`src/sv/bpa_ram.sv`:
```
`default_nettype none
module bpa_ram #(
    parameter int WIDTH = 8,
    parameter int DEPTH = 16
) (
    input  wire                     i_clk,
    input  wire                     i_we,
    input  wire [$clog2(DEPTH)-1:0] i_waddr,
    input  wire [WIDTH-1:0]         i_wdata,
    input  wire                     i_re,
    input  wire [$clog2(DEPTH)-1:0] i_raddr,
    output logic [WIDTH-1:0]        o_rdata
);

    logic [WIDTH-1:0] r_mem [DEPTH];

    // one write port, one registered read port
    always_ff @(posedge i_clk) begin
        if (i_we) begin
            r_mem[i_waddr] <= i_wdata;
        end
        if (i_re) begin
            o_rdata <= r_mem[i_raddr];
        end
    end

endmodule
`default_nettype wire

```
`config.mk`:
```
export PLATFORM = sky130hd
export DESIGN_NAME = bpa_ram
export DESIGN_NICKNAME = d
export VERILOG_FILES = /design/src/sv/bpa_ram.sv
export SDC_FILE = /design/constraint.sdc
export NUM_CORES = 1
export LEC_CHECK = 0
export ABC_AREA = 0
export BUFFER_PORTS_ARGS = -buffer_cell sky130_fd_sc_hd__buf_4
export CAP_MARGIN = 20
export CORE_MARGIN = 2
export CORE_UTILIZATION = 40
export DETAILED_ROUTE_END_ITERATION = 10
export PLACE_DENSITY = 0.6
export RECOVER_POWER = 25
export SLEW_MARGIN = 20
export SYNTH_ARGS = -nofsm -noshare
export SYNTH_HDL_FRONTEND = slang
export SYNTH_SLANG_ARGS = --single-unit
export TNS_END_PERCENT = 1
```
`constraint.sdc`:
```
create_clock -name i_clk -period 2.6 [get_ports i_clk]
set_clock_uncertainty 0.15 [all_clocks]
set_input_delay 0.52 -clock i_clk [delete_from_list [all_inputs] [get_ports i_clk]]
set_output_delay 0.52 -clock i_clk [all_outputs]
set_load 0.05 [all_outputs]
```
; ---- After elaboration in Yosys (flattened, before gate mapping)
; Memory sizes are Yosys's and may differ from the RTL's. A register that Yosys moved wholly into a read port is not among the register bits.
; Cells that the tools add are included.
[op_classes]
mux = 2
[ops]
columns = cell, count
row1 = $mux 1, 2
[totals]
register_bits = 0
mem_bits_rw = 128
input_bits = 19
out_inout_bits = 8
elab_cells = 3
memories = 1
[memory_table]
columns = memory, words, width, read_ports, rd_ports_with_merged_regs, wr, line
row1 = r_mem, 16, 8, 1, 1, 1, 15  ; logic [WIDTH-1:0] r_mem [DEPTH];

; ---- Longest topological paths before layout
[logic_depth]
ltp_word = 2
depth_mapped = 5
depth_no_buf = 3

; ---- Least setup slack after synthesis
; Ideal clock, no wire load.
[synth_path]
path_kind = input-to-reg
from = input port i_waddr[2]
to = memory r_mem[0][0] (enable)
setup_ns = 0.383
t_arrival_ns = 1.630
t_required_ns = 2.067
path_slack_ns = 0.437
stages = 2
n_path_buf = 0
path_cell_list = or3b_2 nor3_1
[synth_rtl]
columns = element, line
row1 = from (decl), 8  ; input wire [$clog2(DEPTH)-1:0] i_waddr,
row2 = to (decl), 15
; No word-level cell before the write port.

==> reports/qor.yml <==
status: "complete, no violations"
ys_dominant_reg_cell: "edfxtp_1"
crit_path_top_delay_cell: "mux4_1"
hold_viol: 0
worstPathCellList: "buf_4 -> buf_12 -> mux4_1 -> a22oi_1 -> nand2_1"
firstDrtPassIters: 4
grt_max_degree: 33
placementRows: 41
cts-resized-gates: 0
coreArea_sq_um: 12700
rsz0062_at_grt: "false"
cts_setup_buffers: 0
syn-num-nets: 248
max_stage_delay_ps: 590
die-area_sq_um: 14000
synth_enable_flop_cells: 136
synth_top_area_share: 0.781
cp-end-kind: "flip-flop"
critPathMaxFanout: 14
p_per_area_nw_per_um2: 811
antenna_found_initial: 0
synth_cell_types: 18
drv_slew: 0
fin_total_pwr_uw: 5110
ir_drop_mv: 0.388
num_io_pins: 27
cp.arrival_ps: 1870
clock-sinks: 136
hpwlAfterDp_microns: 6410
worstSetupPathType: "input port to flip-flop"
cts_hold_buf: 0
max_freq_ghz: 0.537
leakage_uw: 0.00210
overflow: 0
port_buffers: 26
slew_headroom: 0.520
tightest_slew_ps: 718
vias: 2429
die_w_microns: 118
fin_crit_sh: 0.716
cts_buffer_depth: 2
routabilityCongestion: 0.728
area_growth_pct: 20.4
synth.most_common_cell: "edfxtp_1"
finalSetupTns_ps: 0
cts_inserted_buffers: 17
wl_per_cell_microns: 21.3
crit_family: "multiplexers"
worst-path-buf-inv: 2
postSynthCellCount: 229
cp-start-kind: "input port"
cap_violations: 0
ys_warn_count: 0
cts.clk_slew.worst_paths_ps: 60
drc_errors: 0
hold_class: "input port to flip-flop"
yosysSeqAreaShare: 0.781
syn_area_sq_um: 5230
min_period_ps: 1860
ant_nets: 0
synth_common_cells: "edfxtp_1 (136), mux4_2 (18), a22oi_1 (16), mux4_1 (14), nor2_1 (13)"
via_per_inst: 5.18
multiInputGateArea_sq_um: 1060
cp.required_ps: 2610
tritoncts: "yes"
cts_root_buffer: "clkbuf_16"
yosysTopAreaCell: "edfxtp_1"
initial_core_util: 0.413
routed_wirelength_microns: 10000
num_antenna_cells: 0
h-tree-depth: 4
first_global_vias: 2545
synth_async_sr_flop_share: 0
reg2reg_slack_ps: 910
nets: 303
synthTopCellsByArea: "edfxtp_1 (78%), mux4_2 (7.8%), mux4_1 (7.0%)"
die_height_microns: 118
seq_area_sq_um: 4080
avgSynthCellArea_sq_um: 22.8
worstSkewPairLatency_ps: 410
drtIter0Drc: 177
synth.ff_latch_count: 136
layout-drive-gt1-share: 0.293
grt_pass1_wl_microns: 15300
setup-violations-final: 0
grt.total_usage: 0.155
fill_cells: 1037
-- sequential cells by signal, indices dropped and copies added (netlist names) --
name     count
r_mem      128
o_rdata      8
-- stage by stage --
step           utilization  hold slack (ps)  cell area (sq um)  setup WS, ps  instances
2_1_floorplan            -              469               5230           437        229
3_3_place_gp         0.452              575               5730           288        437
3_5_place_dp         0.452              587               5730           298        437
4_1_cts              0.498              253               6310           740        469
5_1_grt              0.497              263               6290           649        469
6_report             0.497              263               6290           738        469
-- report_power, final --
part	switching, uW	internal (uW)	leakage [uW]
Sequential	11.7	2470	0.00124
Clock	853	1500	0.000274
Combinational	165	107	0.000589
-- logic make-up (layout without fill, tap and decap cells) --
family | after synthesis | count (layout) | share of synthesized area
buffers and inverters | 10 | 78 | 0.0165
DFF | 136 | 136 | 0.781
and+or+nand+nor | 35 | 35 | 0.0314
muxes | 32 | 32 | 0.148
AOI/OAI and AO/OA | 16 | 16 | 0.0230
-- cell type report --
type | instances | area share
clock buffer | 19 | 0.0688
clock inverter | 13 | 0.0247
multi-input combinational | 83 | 0.168
sequential | 136 | 0.649
tap | 172 | 0.0342
timing repair buffer | 46 | 0.0553
-- cells in the final DEF (no fill, tap or decap), drive strengths merged --
cell type	synthesis	routed
edfxtp	136	136
buf	7	40
mux4	32	32
clkbuf	0	25
a22oi	16	16
nor2	13	13
nand2	9	9
clkinv	0	6
nor3	4	4
clkinvlp	0	4
bufinv	0	3
nand3b	2	2
nand2b	2	2
nor2b	1	1
and2	1	1
and2b	1	1
nand3	1	1
or3b	1	1
-- worst paths after layout --
| check | cells past startpoint | start | endpoint |
|---|---|---|---|
| setup / recovery | 5 | i_raddr[0] | o_rdata[0] |
| hold / removal | 1 | i_re | o_rdata[7] |
| setup reg to reg | 3 | r_mem[1][2] | o_rdata[2] |
| hold reg to reg | 3 | r_mem[11][5] | o_rdata[5] |
-- per-layer routing --
metal  share of wire  wire length (microns)  track usage  vias up
li1                -                      -            -     1096
met1            0.45                   4490        0.204     1248
met2            0.49                   4950        0.242       73
met3           0.041                    412       0.0386       12
met4           0.016                    160       0.0723        0
met5               0                      0            0        -
(Power assumes the default switching activity.)
