`config.mk`:
```
export PLATFORM = sky130hd
export DESIGN_NAME = bpa_scan
export DESIGN_NICKNAME = d
export VERILOG_FILES = /design/src/sv/bpa_pkg.sv /design/src/sv/bpa_scan.sv
export SDC_FILE = /design/constraint.sdc
export NUM_CORES = 1
export LEC_CHECK = 0
export BUFFER_PORTS_ARGS = -buffer_cell sky130_fd_sc_hd__buf_4
export CAP_MARGIN = 0
export CORE_AREA = 2 2 132 134
export DETAILED_ROUTE_END_ITERATION = 8
export DIE_AREA = 0 0 134 136
export PLACE_DENSITY = 0.75
export SKIP_LAST_GASP = 1
export SYNTH_ARGS = -nofsm -noshare
export SYNTH_HDL_FRONTEND = slang
export SYNTH_SLANG_ARGS = --single-unit
```
`constraint.sdc`:
```
create_clock -name i_clk -period 4.86 [get_ports i_clk]
set_input_delay 0.729 -clock i_clk [delete_from_list [all_inputs] [get_ports i_clk]]
set_output_delay 0.729 -clock i_clk [all_outputs]
set_load 0.02 [all_outputs]
```
`src/sv/bpa_pkg.sv`:
```
`default_nettype none
package bpa_pkg;

    // fixed field widths
    localparam int ORD_W  = 6;
    localparam int SIZE_W = 19;
    localparam int FLAG_W = 6;

    typedef enum logic [1:0] {
        OP_ADD   = 2'd0,
        OP_ALLOC = 2'd1,
        OP_FREE  = 2'd2,
        OP_NOP   = 2'd3
    } t_op;

    typedef enum logic [1:0] {
        ST_OK      = 2'd0,
        ST_NOFIT   = 2'd1,
        ST_FULL    = 2'd2,
        ST_IGNORED = 2'd3
    } t_status;

    typedef enum logic [1:0] {
        SM_BEST  = 2'd0,
        SM_HIT   = 2'd1,
        SM_CHILD = 2'd2,
        SM_IDLE  = 2'd3
    } t_scan_mode;

    // descriptor flags, lowest bits of an entry
    typedef struct packed {
        logic has_parent;
        logic side;
        logic is_free;
        logic is_split;
        logic was_split;
        logic live;
    } t_flags;

    // scan unit status toward the sequencer
    typedef struct packed {
        logic done;
        logic a_found;
        logic b_found;
    } t_scan_stat;

    // true when a block of 2^ord pages holds size pages
    function automatic logic fits(logic [ORD_W-1:0] ord, logic [SIZE_W-1:0] size);
        logic [SIZE_W:0] blk;
        blk = (SIZE_W + 1)'(1) << ord;
        if (ord >= ORD_W'(SIZE_W)) begin
            return 1'b1;
        end
        return blk >= {1'b0, size};
    endfunction

endpackage
`default_nettype wire

```
`src/sv/bpa_scan.sv`:
```
`default_nettype none
module bpa_scan #(
    parameter int FRAME_BITS = 36,
    parameter int IDX_W      = 10,
    parameter int CNT_W      = 11,
    parameter int ENT_W      = 60
) (
    input  wire                       i_clk,
    input  wire                       i_rst_n,
    input  wire                       i_start,
    input  bpa_pkg::t_scan_mode       i_mode,
    input  wire [FRAME_BITS-1:0]      i_key_frame,
    input  wire [bpa_pkg::SIZE_W-1:0] i_key_size,
    input  wire [IDX_W-1:0]           i_key_par,
    input  wire [CNT_W-1:0]           i_count,
    input  wire [ENT_W-1:0]           i_rd_data,
    output logic                      o_rd_en,
    output logic [IDX_W-1:0]          o_rd_addr,
    output bpa_pkg::t_scan_stat       o_stat,
    output logic [IDX_W-1:0]          o_a_idx,
    output logic [ENT_W-1:0]          o_a_ent,
    output logic [IDX_W-1:0]          o_b_idx,
    output logic [ENT_W-1:0]          o_b_ent
);
    import bpa_pkg::*;

    localparam int ORD_LO = FLAG_W;
    localparam int PAR_LO = FLAG_W + ORD_W;
    localparam int FR_LO  = PAR_LO + IDX_W;

    logic             r_busy, r_pend, r_a_found, r_b_found;
    logic [CNT_W-1:0] r_idx;
    logic [IDX_W-1:0] r_pidx, r_par;
    t_scan_mode       r_mode;
    logic [ORD_W-1:0] r_a_ord;

    t_flags           e_fl;
    logic [ORD_W-1:0] e_ord;
    logic [IDX_W-1:0] e_par;
    logic [FRAME_BITS-1:0] e_frame;
    logic             take_a, take_b;

    assign e_fl    = t_flags'(i_rd_data[FLAG_W-1:0]);
    assign e_ord   = i_rd_data[ORD_LO +: ORD_W];
    assign e_par   = i_rd_data[PAR_LO +: IDX_W];
    assign e_frame = i_rd_data[FR_LO +: FRAME_BITS];

    // walk the used entries one read per cycle
    assign o_rd_en   = r_busy && (r_idx < i_count);
    assign o_rd_addr = r_idx[IDX_W-1:0];
    assign o_stat.done    = r_busy && !r_pend && !(r_idx < i_count);
    assign o_stat.a_found = r_a_found;
    assign o_stat.b_found = r_b_found;

    // match test on the entry returned by the memory
    always_comb begin
        take_a = 1'b0;
        take_b = 1'b0;
        case (r_mode)
            SM_BEST: begin
                take_a = e_fl.is_free && e_fl.live && fits(e_ord, i_key_size) &&
                         (!r_a_found || e_ord < r_a_ord);
            end
            SM_HIT: begin
                take_a = !r_a_found && e_frame == i_key_frame && e_fl.live &&
                         !e_fl.is_free && !e_fl.is_split;
            end
            SM_CHILD: begin
                take_a = !r_a_found && e_fl.has_parent && e_par == r_par && !e_fl.side;
                take_b = !r_b_found && e_fl.has_parent && e_par == r_par && e_fl.side;
            end
            default: begin
                take_a = 1'b0;
                take_b = 1'b0;
            end
        endcase
        if (!r_pend) begin
            take_a = 1'b0;
            take_b = 1'b0;
        end
    end

    // scan control
    always_ff @(posedge i_clk) begin
        if (!i_rst_n) begin
            r_busy    <= 1'b0;
            r_pend    <= 1'b0;
            r_a_found <= 1'b0;
            r_b_found <= 1'b0;
            r_mode    <= SM_IDLE;
            r_idx     <= '0;
        end else if (i_start) begin
            r_busy    <= 1'b1;
            r_pend    <= 1'b0;
            r_a_found <= 1'b0;
            r_b_found <= 1'b0;
            r_mode    <= i_mode;
            r_idx     <= '0;
        end else begin
            r_pend <= o_rd_en;
            if (o_rd_en) begin
                r_idx <= r_idx + CNT_W'(1);
            end
            if (o_stat.done) begin
                r_busy <= 1'b0;
            end
            if (take_a) begin
                r_a_found <= 1'b1;
            end
            if (take_b) begin
                r_b_found <= 1'b1;
            end
        end
    end

    // payload captures
    always_ff @(posedge i_clk) begin
        if (i_start) begin
            r_par <= i_key_par;
        end
        if (o_rd_en) begin
            r_pidx <= r_idx[IDX_W-1:0];
        end
        if (take_a) begin
            o_a_idx <= r_pidx;
            o_a_ent <= i_rd_data;
            r_a_ord <= e_ord;
        end
        if (take_b) begin
            o_b_idx <= r_pidx;
            o_b_ent <= i_rd_data;
        end
    end

endmodule
`default_nettype wire

```
### Yosys cells after proc, flatten, opt, wreduce, memory -nomap -nowiden

Index checks and enable logic that the tools add are counted.

* output and inout port bits: 154
* word-level logic and storage cells: 62
* register bits after elaboration: 183
* input bits: 141

* bitwise logic cells: 1
* eq/ne operators: 4
* magnitude comparators: 4
* add/sub/neg operators: 1
* shift operators: 1
* muxes and demuxes: 11
* reduce and logical (&&, ||, !) cells: 27

Operator list (count)
* $eq 36x36->1: 1
* $ge 20x19->1: 1
* $shl 1x6->20 const A: 1
* $logic_and 1x1->1: 16
* $add 11x1->11 const B: 1
* $lt 11x11->1: 1
* $eq 10x10->1: 1
* $mux 1: 10
* $logic_not 1->1: 7
* $ge 6x5->1 const B: 1
* $lt 6x6->1: 1
* $pmux 1 s3: 1
* $eq 2x1->1 const B: 1
* $eq 2x2->1 const B: 1
* $logic_not 2->1: 1
* $reduce_bool 2->1: 1
* $reduce_or 2->1: 1
* $logic_or 1x1->1: 1
* $not 1->1: 1

### Logic depth before layout (Yosys ltp)

* depth in word-level cells: 9
* depth in mapped cells: 12
* depth with buffers taken out: 11

### Worst setup path before layout

OpenSTA, ideal clock, no wires.

* path type: in2reg
* from: input i_rd_data[17]
* to: register o_b_ent[0], enable pin
* cell stages on the path: 6
* setup slack: -0.383 ns
* library setup time: 0.498 ns
* path buffers: 0
* data required time: 4.362 ns
* arrival time: 4.745 ns
* cell sequence: xnor2_1 nand2_1 or4_1 nor4_2 nand2_1 nor2_1

* word-level cells in the longest chain between the ends: 5

RTL lines
* start, declared: line bpa_scan.sv:16 `input wire [ENT_W-1:0] i_rd_data,`
* $eq 10x10->1: line bpa_scan.sv:70 `take_b = !r_b_found && e_fl.has_parent && e_par == r_par && e_fl.side;`
* $logic_and 1x1->1 (2 in a row): line bpa_scan.sv:70
* $mux 1: line bpa_scan.sv:59 `case (r_mode)`
* $mux 1: line bpa_scan.sv:77 `if (!r_pend) begin`
* named net take_b: line bpa_scan.sv:41 `logic take_a, take_b;`
* end signal, assigned: line bpa_scan.sv:131 `o_b_ent <= i_rd_data;`
* end, declared: line bpa_scan.sv:23 `output logic [ENT_W-1:0] o_b_ent`

The timed path passes the listed nets, and every way through them passes these cells.
A chain may end at the register's enable or synchronous reset.

### Worst setup path after layout

* from: register r_idx[8]
* to: output o_rd_en

* word-level cells in the longest chain between the ends: 2

RTL lines
* start, declared: line bpa_scan.sv:32 `logic [CNT_W-1:0] r_idx;`
* start signal, assigned: line bpa_scan.sv:102 `r_idx <= r_idx + CNT_W'(1);`
* $lt 11x11->1: line bpa_scan.sv:49 `assign o_rd_en = r_busy && (r_idx < i_count);`
* $logic_and 1x1->1: line bpa_scan.sv:49
* end, declared: line bpa_scan.sv:17 `output logic o_rd_en,`

Every way passes these cells.

==> impl_metrics.py <==
metrics = {
    "drt": {
        "drc": 0,
        "drt_wl_total_um": 19100,
        "drt.antenna.violating_nets": 0,
        "vias": 5025,
        "dr.pass1.iters": 4,
        "drt-initial-drc-count": 216,
        "routedWlPerCell_um": 18.7,
        "via_per_inst": 4.92,
    },
    "placed_design": {
        "placed_cell_area_mm2": 0.00964,
        "gp_congestion": 0.840,
        "post-dp-hpwl_um": 14700,
        "io_buffers": 294,
        "placed_cells": 989,
    },
    "logic_synthesis": {
        "ys_seq_area_share_pct": 71.3,
        "synth_top_area_share_pct": 66.6,
        "synth.avg_cell_area_um2": 15.0,
        "syn-num-nets": 658,
        "ys_warn_count": 0,
        "synth.area.top_cells": "edfxtp_1 67%, ha_1 6.1%, dfxtp_1 4.7%",
        "synth_cell_types": 45,
        "synth_edf_count": 160,
        "synth_area_mm2": 0.00722,
        "synthTopCellsByCount": "160 x edfxtp_1, 39 x inv_1, 35 x ha_1, 31 x xnor2_1, 27 x nand2_1",
        "synth.most_common_cell": "edfxtp_1",
        "yosys.area.top_type": "edfxtp_1",
        "synth-seq-cells": 177,
        "syn_inst": 482,
        "synthFlopType": "edfxtp_1",
        "synth-async-reset-ratio_pct": 0,
    },
    "sta": {
        "relSlewSlack_pct": 57.5,
        "fmax_mhz": 279,
        "hold_viol_final": 0,
        "worst_pin_slew_ns": 0.637,
        "setup_viol": 0,
        "setup_tns_ns": 0,
        "drv_slew": 0,
        "clock_skew_ns": 0.00980,
        "hold_slack_ns": 0.448,
        "layout_min_cycle_time_ns": 3.58,
        "post-route-period-util_pct": 73.6,
        "grt_setup_unrepaired": "false",
    },
    "layout": {
        "layout.nets": 959,
        "drive_gt1_share_pct": 42.2,
        "fin_cells": 1021,
        "diodes": 0,
        "postLayoutCellArea_mm2": 0.0102,
        "syn_to_final_growth_pct": 41.4,
        "postLayoutCoreUtil_pct": 60.5,
    },
    "die": {
        "dieArea_mm2": 0.0182,
        "die_w_um": 134,
        "start_util_pct": 42.8,
        "row_count": 48,
        "coreArea_mm2": 0.0169,
        "io_pins": 295,
        "die-height_um": 136,
    },
    "status": {
        "outcome": "finished, final reports clean",
    },
    "critical_path": {
        "required_ns": 4.13,
        "crit_path_top_delay_cell": "dfxtp_1",
        "cp_slowest_stage_delay_ns": 0.48,
        "cpMostUsedCell": "a21o_1",
        "end_kind": "output port",
        "path_class": "reg -> out",
        "path_cells": "ha_1 -> a21o_1 -> a21o_1 -> a21oi_2 -> nand2_1 -> a21o_1 -> inv_1 -> buf_4",
        "cp_data_arrival_time_ns": 2.85,
        "crit_fanout": 21,
        "critPathLaunchType": "register",
        "r2r-start": "r_par[4]",
        "r2r_setup_slack_ns": 1.87,
        "r2r_end": "o_a_ent[46]",
        "reg2reg_depth": 8,
    },
    "grt": {
        "grt_usage_pct": 20.6,
        "grt_antenna_before_repair": 0,
        "grt.overflow.total": 0,
        "grt_pass1_wl_um": 27700,
        "grt_max_degree": 48,
        "grt_pass1_vias": 5066,
    },
    "clock_network": {
        "cts.sinks": 177,
        "ctsResizeCount": 0,
        "clockRootBuffer": "clkbuf_16",
        "clk_path_buf_depth": 2,
        "htree_levels": 4,
        "worstSkewPairLatency_ns": 0.42,
        "postCtsHoldBufs": 0,
        "cts_tree": "yes",
        "post_cts_buffers": 0,
        "clkTransAtPathRegs_ns": 0.07,
        "numCtsBuffers": 17,
    },
    "run": {
        "drv_cap": 0,
    },
    "pwr": {
        "vdd_ir_drop_max_uv": 241,
        "powerDensity_mw_per_mm2": 313,
        "power_leakage_nw": 4.19,
    },
    "hold_path": {
        "holdPathStages": 0,
        "hp-start": "r_pidx[2]",
        "holdPathEnd": "o_a_idx[2]",
        "holdCritPathClass": "reg -> reg",
    },
}
## sequential cells by signal, summed over array words and instances, names as in the netlist
signal and flops:
r_pend 1, r_a_found 1, o_a_ent 60, o_a_idx 10, r_mode 2, r_par 10
r_b_found 1, r_idx 11, o_b_idx 10, o_b_ent 60, r_pidx 10, r_busy 1
## cell families (layout without fill, tap and decap cells)
group | after synthesis | in the layout | share of synthesized area [%]
buffers and inverters | 55 | 369 | 3.61
AOI/OAI and AO/OA | 58 | 58 | 5.39
DFF | 177 | 177 | 71.3
and+or+nand+nor | 110 | 110 | 7.91
xor gates and xnor gates | 45 | 45 | 5.46
adders and majority gates | 35 | 35 | 6.07
muxes | 2 | 2 | 0.277
## worst max-delay path by stage
stage / startpoint / slack (ns) / endpoint
finish: r_idx[8] / 1.28 / o_rd_en
CTS: r_idx[8] / 1.25 / o_rd_en
global route: r_idx[8] / 1.04 / o_rd_en
detailed placement: i_rd_data[11] / 1.0 / o_a_ent[26]
floorplan: i_rd_data[11] / 0.26 / o_a_ent[0]
global placement: i_rd_data[11] / 1.09 / o_a_idx[2]
## routing by layer
layer	global-route usage, %	vias up	routed length (um)
li1	-	2374	-
met1	22.1	2434	6980
met2	37.4	193	10300
met3	7.53	24	1520
met4	7.21	0	343
met5	0	-	0
## report_power, final
| part | total, mW | internal, mW | switching [mW] |
|---|---|---|---|
| Clock | 1.31 | 0.757 | 0.549 |
| Combinational | 0.213 | 0.116 | 0.0968 |
| Sequential | 1.68 | 1.67 | 0.00783 |
## through the flow
| step | setup slack (ns) | power [mW] |
|---|---|---|
| detailed placement | 0.998 | 1.93 |
| CTS | 1.25 | 3.23 |
| floorplan | 0.258 | 1.79 |
| global placement | 1.09 | 1.91 |
| finish | 1.28 | 3.20 |
| global route | 1.04 | 3.31 |
## layout make-up
class / count / area (um^2)
fill: 1319 / 6670
sequential: 177 / 5140
timing repair buffer: 298 / 2240
multi-input combinational: 250 / 1830
clock buffer: 19 / 433
tap: 225 / 282
inverter: 39 / 146
clock inverter: 13 / 135
## placed cells by master, fill, tap and decap left out, types with 5 or more instances in the layout
cell,instances
buf_4,298
nand2b_1,6
nor3_1,6
a211oi_1,5
o21ai_0,10
clkbuf_16,17
ha_1,35
nor4_1,6
edfxtp_1,160
or3_1,5
inv_1,39
nand2_1,27
xnor2_1,31
nor2_1,24
a21o_1,6
nand3_1,8
xor2_1,14
a21oi_1,18
or4_1,5
dfxtp_1,17
nand4_1,11
## worst max-delay path: cells and delay by family (launching register included)
kind	cells	cell delay (ns)
AOI/OAI and AO/OA	4	0.85
buffers and inverters	2	0.71
DFF	1	0.48
adders and majority gates	1	0.31
and+or+nand+nor	1	0.07
Note: power is estimated with default switching activity, not from simulation.
